### src/hdl/adler_pkg.sv
// ----------------------------------------------------------------------------
// Adler-32 multibyte package
// Widths, the queue entry type and the modulo 65521 reduction helper.
// ----------------------------------------------------------------------------
package adler_pkg;

  localparam int unsigned DATA_W      = 64;
  localparam int unsigned COUNT_W     = 4;
  localparam int unsigned SUM_W       = 16;
  localparam int unsigned CHECKSUM_W  = 32;
  localparam int unsigned TDATA_W     = 72;
  localparam int unsigned MAX_LANES   = 8;
  // Count width covers up to 64 bytes per request.
  localparam int unsigned CNT_W       = 7;
  // Plain byte sum of up to eight bytes.
  localparam int unsigned BSUM_W      = 11;
  // Weighted byte sum: weight up to 64, eight lanes of 255.
  localparam int unsigned WSUM_W      = 18;
  localparam int unsigned RED_W       = 24;
  localparam int unsigned QUEUE_DEPTH = 2;

  localparam logic [SUM_W-1:0]      ADLER_MOD  = 16'hFFF1;
  localparam logic [CHECKSUM_W-1:0] SEED_RESET = 32'h0000_0001;

  // One classified request as it waits between front and back end.
  typedef struct packed {
    logic [CNT_W-1:0]  cnt;
    logic [BSUM_W-1:0] bsum;
    logic [SUM_W-1:0]  wsum;
    logic              last;
  } adler_entry_t;

  // Reduce a value below 2^24 modulo 65521: fold the upper byte using
  // 2^16 = 15 (mod 65521), then one conditional subtract.
  function automatic logic [SUM_W-1:0] adler_mod(input logic [RED_W-1:0] x);
    logic [SUM_W:0] t;
    t = (SUM_W+1)'(x[SUM_W-1:0]) + (SUM_W+1)'(x[RED_W-1:SUM_W]) * (SUM_W+1)'(15);
    if (t >= (SUM_W+1)'(ADLER_MOD)) begin
      t = t - (SUM_W+1)'(ADLER_MOD);
    end
    return t[SUM_W-1:0];
  endfunction

endpackage

### src/hdl/adler32_multibyte_core.sv
// ----------------------------------------------------------------------------
// Adler-32 multibyte core
// Path: a last request's checksum is valid on m_axis after the queue write
// and then the sum update into the output register.
// Throughput: one request of up to BYTES_PER_ITEM bytes per cycle, unless a
// last request waits for a stalled output. Reset empties the queue and output
// and loads both sums from the seed 0x00000001.
// ----------------------------------------------------------------------------
module adler32_multibyte_core #(
  parameter int unsigned BYTES_PER_ITEM = 8
) (
  input  logic                             clk_i,
  input  logic                             rst_ni,
  // Seed register write.
  input  logic                             cfg_we_i,
  input  logic [adler_pkg::CHECKSUM_W-1:0] cfg_wdata_i,
  // Input stream.
  input  logic                             s_axis_tvalid,
  output logic                             s_axis_tready,
  // tdata: data_bytes [63:0], byte_count [67:64], zero pad [71:68].
  input  logic [adler_pkg::TDATA_W-1:0]    s_axis_tdata,
  input  logic                             s_axis_tlast,
  // Output stream.
  output logic                             m_axis_tvalid,
  input  logic                             m_axis_tready,
  // tdata: checksum [31:0].
  output logic [adler_pkg::CHECKSUM_W-1:0] m_axis_tdata
);
  import adler_pkg::*;

  adler_entry_t front_entry;
  adler_entry_t queue_entry;
  logic         queue_full;
  logic         queue_valid;
  logic         queue_pop;
  logic         push;

  assign s_axis_tready = !queue_full;
  assign push          = s_axis_tvalid && s_axis_tready;

  // Classify the incoming request.
  adler_front #(
    .BYTES_PER_ITEM(BYTES_PER_ITEM)
  ) u_front (
    .data_i (s_axis_tdata[DATA_W-1:0]),
    .count_i(s_axis_tdata[DATA_W +: COUNT_W]),
    .last_i (s_axis_tlast),
    .entry_o(front_entry)
  );

  // Decoupling queue.
  adler_fifo u_fifo (
    .clk_i  (clk_i),
    .rst_ni (rst_ni),
    .push_i (push),
    .entry_i(front_entry),
    .full_o (queue_full),
    .pop_i  (queue_pop),
    .valid_o(queue_valid),
    .entry_o(queue_entry)
  );

  // Running sums and checksum output.
  adler_back u_back (
    .clk_i        (clk_i),
    .rst_ni       (rst_ni),
    .cfg_we_i     (cfg_we_i),
    .cfg_wdata_i  (cfg_wdata_i),
    .entry_valid_i(queue_valid),
    .entry_i      (queue_entry),
    .entry_pop_o  (queue_pop),
    .out_valid_o  (m_axis_tvalid),
    .out_ready_i  (m_axis_tready),
    .checksum_o   (m_axis_tdata)
  );

endmodule

### src/hdl/adler_front.sv
// ----------------------------------------------------------------------------
// Adler-32 front end
// Decodes the byte count and folds the bytes of one request into a plain
// byte sum and a position-weighted sum, ready for the back end.
// ----------------------------------------------------------------------------
module adler_front #(
  parameter int unsigned BYTES_PER_ITEM = 8
) (
  input  logic [adler_pkg::DATA_W-1:0]  data_i,
  input  logic [adler_pkg::COUNT_W-1:0] count_i,
  input  logic                          last_i,
  output adler_pkg::adler_entry_t       entry_o
);
  import adler_pkg::*;

  localparam int unsigned LANES = (BYTES_PER_ITEM < MAX_LANES) ? BYTES_PER_ITEM : MAX_LANES;
  localparam logic [CNT_W-1:0] NFULL = CNT_W'(BYTES_PER_ITEM);

  logic [CNT_W-1:0]  cnt;
  logic [BSUM_W-1:0] bsum;
  logic [WSUM_W-1:0] wsum;

  // A count of zero or above the request width means a full request.
  always_comb begin
    if (count_i == '0 || CNT_W'(count_i) > NFULL) begin
      cnt = NFULL;
    end else begin
      cnt = CNT_W'(count_i);
    end
  end

  // Byte i is seen by the high sum (cnt - i) times; bytes past the data
  // field are zero and contribute nothing.
  always_comb begin
    bsum = '0;
    wsum = '0;
    for (int i = 0; i < LANES; i++) begin
      if (CNT_W'(i) < cnt) begin
        bsum = bsum + BSUM_W'(data_i[8*i +: 8]);
        wsum = wsum + WSUM_W'(cnt - CNT_W'(i)) * WSUM_W'(data_i[8*i +: 8]);
      end
    end
  end

  assign entry_o.cnt  = cnt;
  assign entry_o.bsum = bsum;
  assign entry_o.wsum = adler_mod(RED_W'(wsum));
  assign entry_o.last = last_i;

endmodule

### src/hdl/adler_fifo.sv
// ----------------------------------------------------------------------------
// Adler-32 request queue
// Short queue of classified requests between the front and back end.
// ----------------------------------------------------------------------------
module adler_fifo (
  input  logic                    clk_i,
  input  logic                    rst_ni,
  input  logic                    push_i,
  input  adler_pkg::adler_entry_t entry_i,
  output logic                    full_o,
  input  logic                    pop_i,
  output logic                    valid_o,
  output adler_pkg::adler_entry_t entry_o
);
  import adler_pkg::*;

  localparam int unsigned PTR_W = (QUEUE_DEPTH > 1) ? $clog2(QUEUE_DEPTH) : 1;
  localparam int unsigned LVL_W = $clog2(QUEUE_DEPTH + 1);

  adler_entry_t     mem_q [QUEUE_DEPTH];
  logic [PTR_W-1:0] wr_ptr_q, wr_ptr_d;
  logic [PTR_W-1:0] rd_ptr_q, rd_ptr_d;
  logic [LVL_W-1:0] level_q, level_d;
  logic             do_push;
  logic             do_pop;

  assign full_o  = (level_q == LVL_W'(QUEUE_DEPTH));
  assign valid_o = (level_q != '0);
  assign entry_o = mem_q[rd_ptr_q];
  assign do_push = push_i && !full_o;
  assign do_pop  = pop_i && valid_o;

  // Pointer wrap and fill level.
  always_comb begin
    wr_ptr_d = wr_ptr_q;
    rd_ptr_d = rd_ptr_q;
    level_d  = level_q;
    if (do_push) begin
      wr_ptr_d = (wr_ptr_q == PTR_W'(QUEUE_DEPTH - 1)) ? '0 : wr_ptr_q + PTR_W'(1);
    end
    if (do_pop) begin
      rd_ptr_d = (rd_ptr_q == PTR_W'(QUEUE_DEPTH - 1)) ? '0 : rd_ptr_q + PTR_W'(1);
    end
    if (do_push && !do_pop) begin
      level_d = level_q + LVL_W'(1);
    end else if (do_pop && !do_push) begin
      level_d = level_q - LVL_W'(1);
    end
  end

  always_ff @(posedge clk_i or negedge rst_ni) begin
    if (!rst_ni) begin
      wr_ptr_q <= '0;
      rd_ptr_q <= '0;
      level_q  <= '0;
    end else begin
      wr_ptr_q <= wr_ptr_d;
      rd_ptr_q <= rd_ptr_d;
      level_q  <= level_d;
    end
  end

  // Entry storage carries no reset.
  always_ff @(posedge clk_i) begin
    if (do_push) begin
      mem_q[wr_ptr_q] <= entry_i;
    end
  end

endmodule

### src/hdl/adler_back.sv
// ----------------------------------------------------------------------------
// Adler-32 back end
// Holds the seed and both sums, applies one queued request per cycle unless a
// last request awaits a free output, and drives the checksum output register.
// ----------------------------------------------------------------------------
module adler_back (
  input  logic                             clk_i,
  input  logic                             rst_ni,
  input  logic                             cfg_we_i,
  input  logic [adler_pkg::CHECKSUM_W-1:0] cfg_wdata_i,
  input  logic                             entry_valid_i,
  input  adler_pkg::adler_entry_t          entry_i,
  output logic                             entry_pop_o,
  output logic                             out_valid_o,
  input  logic                             out_ready_i,
  output logic [adler_pkg::CHECKSUM_W-1:0] checksum_o
);
  import adler_pkg::*;

  logic [CHECKSUM_W-1:0] seed_q;
  logic [SUM_W-1:0]      low_q, low_d;
  logic [SUM_W-1:0]      high_q, high_d;
  logic                  out_valid_q;
  logic [CHECKSUM_W-1:0] checksum_q;
  logic                  out_free;

  // A last request may only leave when the output register is free.
  assign out_free    = !out_valid_q || out_ready_i;
  assign entry_pop_o = entry_valid_i && (!entry_i.last || out_free);

  // New low sum adds the byte sum; new high sum adds cnt times the old
  // low sum plus the weighted byte sum.
  always_comb begin
    low_d  = adler_mod(RED_W'(low_q) + RED_W'(entry_i.bsum));
    high_d = adler_mod(RED_W'(high_q) + RED_W'(entry_i.cnt) * RED_W'(low_q)
                       + RED_W'(entry_i.wsum));
  end

  // Seed and running sums; a seed write or a last request reloads the sums.
  always_ff @(posedge clk_i or negedge rst_ni) begin
    if (!rst_ni) begin
      seed_q <= SEED_RESET;
      low_q  <= SEED_RESET[SUM_W-1:0];
      high_q <= SEED_RESET[CHECKSUM_W-1:SUM_W];
    end else if (cfg_we_i) begin
      seed_q <= cfg_wdata_i;
      low_q  <= cfg_wdata_i[SUM_W-1:0];
      high_q <= cfg_wdata_i[CHECKSUM_W-1:SUM_W];
    end else if (entry_pop_o) begin
      if (entry_i.last) begin
        low_q  <= seed_q[SUM_W-1:0];
        high_q <= seed_q[CHECKSUM_W-1:SUM_W];
      end else begin
        low_q  <= low_d;
        high_q <= high_d;
      end
    end
  end

  // Output valid flag.
  always_ff @(posedge clk_i or negedge rst_ni) begin
    if (!rst_ni) begin
      out_valid_q <= 1'b0;
    end else if (entry_pop_o && entry_i.last) begin
      out_valid_q <= 1'b1;
    end else if (out_ready_i) begin
      out_valid_q <= 1'b0;
    end
  end

  // Checksum payload.
  always_ff @(posedge clk_i) begin
    if (entry_pop_o && entry_i.last) begin
      checksum_q <= {high_d, low_d};
    end
  end

  assign out_valid_o = out_valid_q;
  assign checksum_o  = checksum_q;

endmodule

### config.mk
export PLATFORM = sky130hd
export DESIGN_NAME = adler32_multibyte_core
export DESIGN_NICKNAME = d
export VERILOG_FILES = /design/src/hdl/adler_pkg.sv /design/src/hdl/adler32_multibyte_core.sv /design/src/hdl/adler_front.sv /design/src/hdl/adler_fifo.sv /design/src/hdl/adler_back.sv
export SDC_FILE = /design/constraint.sdc
export NUM_CORES = 1
export LEC_CHECK = 0
export ABC_CLOCK_PERIOD_IN_PS = 16600
export BUFFER_PORTS_ARGS = -buffer_cell sky130_fd_sc_hd__buf_2
export CORE_UTILIZATION = 40
export DETAILED_ROUTE_END_ITERATION = 12
export GPL_TIMING_DRIVEN = 0
export HOLD_SLACK_MARGIN = 0.03
export PLACE_DENSITY = 0.62
export SLEW_MARGIN = 20
export SYNTH_ARGS = -nofsm -noshare
export SYNTH_HDL_FRONTEND = slang
export SYNTH_SLANG_ARGS = --single-unit
### constraint.sdc
create_clock -name clk_i -period 16.6 [get_ports clk_i]
set_input_delay 4.15 -clock clk_i [delete_from_list [all_inputs] [get_ports clk_i]]
set_output_delay 4.15 -clock clk_i [all_outputs]
set_load 0.02 [all_outputs]
Word level (Yosys, flattened, before mapping)
Memory sizes are Yosys's and may differ from the RTL's.
Cells that the tools add are included.
- $add $sub $neg: 34
- multiply operators: 12
- order comparisons: 12
- eq/ne operators: 1
- multiplexer cells: 34
- reductions and logical operators: 20
- operators by type and width (cell ; count):
    two-way mux 16 bit ; 9
    two-way mux 18 bit ; 8
    adder 18 bit ; 7
    multiplier 18 x 8 -> 18 bit ; 7
    two-way mux 11 bit ; 7
    adder 11 x 8 -> 11 bit ; 6
    >= comparator 17 x 16 -> 1 bit, second input constant ; 3
    subtractor 16 bit, second input constant ; 3
    adder 16 x 12 -> 17 bit ; 2
    adder 16 x 23 -> 24 bit ; 1
    adder 24 x 16 -> 24 bit ; 1
    multiplier 8 x 4 -> 12 bit, second input constant ; 2
    multiplier 7 x 16 -> 23 bit ; 1
    subtractor 4 x 3 -> 5 bit, second input constant ; 4
    adder 16 x 11 -> 17 bit ; 1
    adder 16 x 6 -> 17 bit ; 1
    less-than comparator 3 x 4 -> 1 bit, first input constant ; 4
    multiplier 4 x 8 -> 12 bit ; 1
    subtractor 4 x 2 -> 5 bit, second input constant ; 2
    adder 8 x 8 -> 9 bit ; 1
    less-than comparator 1 x 4 -> 1 bit, first input constant ; 2
    less-than comparator 2 x 4 -> 1 bit, first input constant ; 2
    two-way mux 8 bit ; 1
    nonzero test 2 bit ; 4
    other kinds (14) ; 33
- register bits after elaboration: 101
- RAM bits: 64
- input port bits: 110
- output and inout bits: 34
- logic and storage cells: 122
- memories kept: 1
- memory list (name ; words ; width ; rd ports ; clocked after memory_dff ; write ports ; RTL line ; text):
    u_fifo.mem_q ; 2 ; 32 ; 1 ; 0 ; 1 ; adler_fifo.sv:20 ; adler_entry_t mem_q [QUEUE_DEPTH];

Longest topological paths before layout
- depth in word-level cells: 23
- gate-level depth with buffers: 128
- depth with buffers taken out: 122

By module
Synthesis repeated with hierarchy kept, for this count alone.
- cell total of the unflattened synthesis: 4246
- area, all modules: 35808.1 sq um
- modules (own cells, without submodules) (module ; times used ; cells an instance ; area each (sq um) ; seq. area each (sq um)):
    adler_front ; 1 ; 2911 ; 21722.1 ; 0.0
    adler_back ; 1 ; 1205 ; 11199.5 ; 2590.0
    adler_fifo ; 1 ; 128 ; 2876.5 ; 2202.1
    adler32_multibyte_core ; 1 ; 2 ; 10.0 ; 0.0

Least setup slack after synthesis
OpenSTA, ideal clock, no wires.
- path kind: input-to-reg
- from: input port s_axis_tdata[65] (netlist name)
- to: memory u_fifo.mem_q[0][2] (netlist name), data pin
- library setup time: 0.262 ns
- arrival time: 34.036 ns
- data required time: 16.338 ns
- slack: -17.698 ns
- cell stages on the path: 119
- path buffers: 6
- cell sequence: nor3_1 -> or2_0 -> clkbuf_1 -> clkbuf_1 -> buf_1 -> clkbuf_1 -> nand2_1 -> fa_1 -> inv_1 -> fa_1 -> ha_1 -> a211oi_1 -> o21bai_1 -> a21oi_1 -> xor2_1 -> nor2_1 -> fa_1 -> inv_1 -> [... 83 more ...] -> xnor2_1 -> xnor2_1 -> fa_1 -> inv_1 -> ha_1 -> fa_1 -> a21oi_1 -> inv_1 -> a21oi_1 -> xnor2_1 -> nand2_1 -> a21oi_1 -> o21a_1 -> o2111ai_1 -> or3_1 -> clkbuf_1 -> o31a_1 -> mux2_4
- RTL lines (item ; RTL line ; text):
    start, declared ; adler32_multibyte_core.sv:21 ; input logic [adler_pkg::TDATA_W-1:0] s_axis_tdata,
    end, declared ; adler_fifo.sv:20 ;

==> out/results.ini <==
[timing]
setup_viol=32
post-route-period-util_pct=202
finalHoldViolCount=0
timing.hold.ws_ns=0.501
finClkSkew_ns=0.00861
worstMarginPinSlew_ns=1.12
maxSlewViolCount=0
period_minus_slack_ns=33.57
tns_ns=-540.41
rsz0062_at_grt=true
layout_setup_ws_ns=-16.97
max-slew-margin-rel_pct=25.5
fmax_mhz=29.8

[clocking]
cts.clk_slew.worst_paths_ns=0.08
clk_latency_ns=0.44
numCtsBuffers=17
cts_tree=yes
cts-root-buf=clkbuf_16
htree_levels=4
clockBufferDepth=2
cts.sinks=165

[synthesis]
yosysSeqAreaShare_pct=12.0
async_reset_ff_share_pct=41.8
syn_nets=5408
synth_cells=4339
yosys_warnings=0
synth_edf_count=96
avgSynthCellArea_um2=8.88
synth_ff_type=edfxtp_1
synth-seq-cells=165
yosysUniqueCellTypes=91
syn_area_um2=38500

[floorplanning]
die-area_um2=97600
core_area_um2=95300
start_util_pct=40.5
die_w_um=312
io_pins=144
die_h_um=312
rows=113

[critical_path]
end_kind=flip-flop
crit_path_top_delay_cell=fa_1
required_ns=16.80
r2r_setup_slack_ns=4.09
crit_type=input pin to flip-flop
cp_max_fo=7
max_stage_delay_ns=0.57
arrival_ns=33.77
reg2regPathDepth=41
startpoint_type=input pin
crit_path_frequent_cell=fa_1

[final_layout]
finish.net_count=5740
final_cell_mix=inv_1, fa_1, ha_1
drive_above_1_share_pct=17.9
mostFrequentLayoutCell=inv_1
areaGrowthSynthToFinish_pct=18.3
final_cell_area_um2=45600

[detailed_routing]
drc=0
via_per_inst=5.32
postRouteAntennaNets=0
firstDrtPassIters=6
drtIter0Drc=2164
wire_per_inst_um=19.2
dr_total_vias=31700
postRouteWirelength_um=114000

[global_route]
overflow=0
grt_use_met1_pct=33.0
antenna_found_initial=5
grt_max_degree=45
grt_pass1_vias=32300
grtUsageMet2_pct=38.7
grt_util_all_layers_pct=23.7
met3_usage_pct=2.44
grt_pass1_wl_um=181000
busiest_layer=met2

[placement]
dp_slack_ns=-21.14
portBuffers=138
placed_area_um2=41900
gp_congestion=0.949
post-dp-hpwl_um=95100

[worst_hold_path]
hold_depth=1
hold_class=flip-flop to flip-flop

[status]
outcome=complete, but fails checks
violations=negative setup slack

[run]
drv_cap=0

[cells by family after synthesis]
logic type | after synthesis | share of synthesized area (%)
multiplexers | 114 | 3.19
adder cells (fa/ha/maj) | 959 | 42.5
XOR/XNOR | 236 | 5.36
AO/OA/AOI/OAI | 756 | 12.9
buffers and inverters | 982 | 9.58
AND/OR/NAND/NOR | 1127 | 14.5
flip-flops | 165 | 12.0
[sequential cells by signal, indices dropped and copies added (netlist names)]
name                cells
u_back.checksum_o      32
u_fifo.rd_ptr_q         1
u_back.high_q          16
u_fifo.mem_q           64
u_back.seed_q          32
u_back.out_valid_o      1
u_back.low_q           16
u_fifo.level_q          2
u_fifo.wr_ptr_q         1
[path summary, 6_finish.rpt]
| kind | end | from |
|---|---|---|
| setup / recovery | u_fifo.mem_q[0][2] | s_axis_tdata[64] |
| hold / removal | u_fifo.level_q[1] | u_fifo.level_q[1] |
| min in group asynchronous | u_back.low_q[9] | rst_ni |
| hold reg to reg | u_fifo.level_q[1] | u_fifo.level_q[1] |
| max in group asynchronous | u_back.seed_q[30] | rst_ni |
| setup reg to reg | u_back.high_q[9] | u_fifo.rd_ptr_q |
[layout make-up]
type	count	area (um2)
Antenna cell	3	7.51
Buffer	96	531
Clock buffer	17	425
Clock inverter	15	180
Fill cell	8967	49700
Inverter	883	3320
Multi-Input combinational cell	3192	32800
Sequential cell	165	4610
Tap cell	1265	1580
Timing Repair Buffer	316	2210
[synthesized netlist by cell type (68+ instances only)]
library cell | n | share of area, %
xnor2_1 | 169 | 3.8
mux2_2 | 68 | 2.0
clkbuf_1 | 79 | 0.77
a21oi_1 | 175 | 2.3
edfxtp_1 | 96 | 7.5
and2_1 | 183 | 3.0
ha_1 | 376 | 12
inv_1 | 880 | 8.6
o21ai_0 | 176 | 2.3
nand2_1 | 308 | 3.0
nor2_1 | 241 | 2.3
nor2b_1 | 89 | 1.4
fa_1 | 583 | 30
a21o_1 | 70 | 1.4
nor3_1 | 87 | 1.1
[worst max-delay path, delay by kind of cell]
| kind | cells | cell delay (ns) |
|---|---|---|
| simple gates | 18 | 2.41 |
| buf+inv | 29 | 1.89 |
| mux | 4 | 1.09 |
| compound gates | 21 | 4.12 |
| xor+xnor | 9 | 1.80 |
| fa+ha+maj | 41 | 18.26 |
[through the flow]
stage,cells,utilization (%)
after detailed placement,5746,43.9
after CTS,5916,47.0
final,5952,47.9
after global routing,5950,47.9
after floorplan,4339,-
after global placement,5742,43.8
[metal layers]
layer,vias up,part of all wire (%)
met5,-,0.011
met4,2,3.1
met3,174,6.4
met2,1030,47
met1,15800,44
li1,14700,-
[repair_timing]
item | in CTS | in global routing
resized for setup | 291 | 125
hold buffers | 0 | 0
setup endpoints to repair | 32 | 32
setup buffers | 140 | 35
pin swaps | 222 | 129
Power is not shown: default switching activity piles up to over one toggle a cycle in this logic, so the estimate is an artifact.
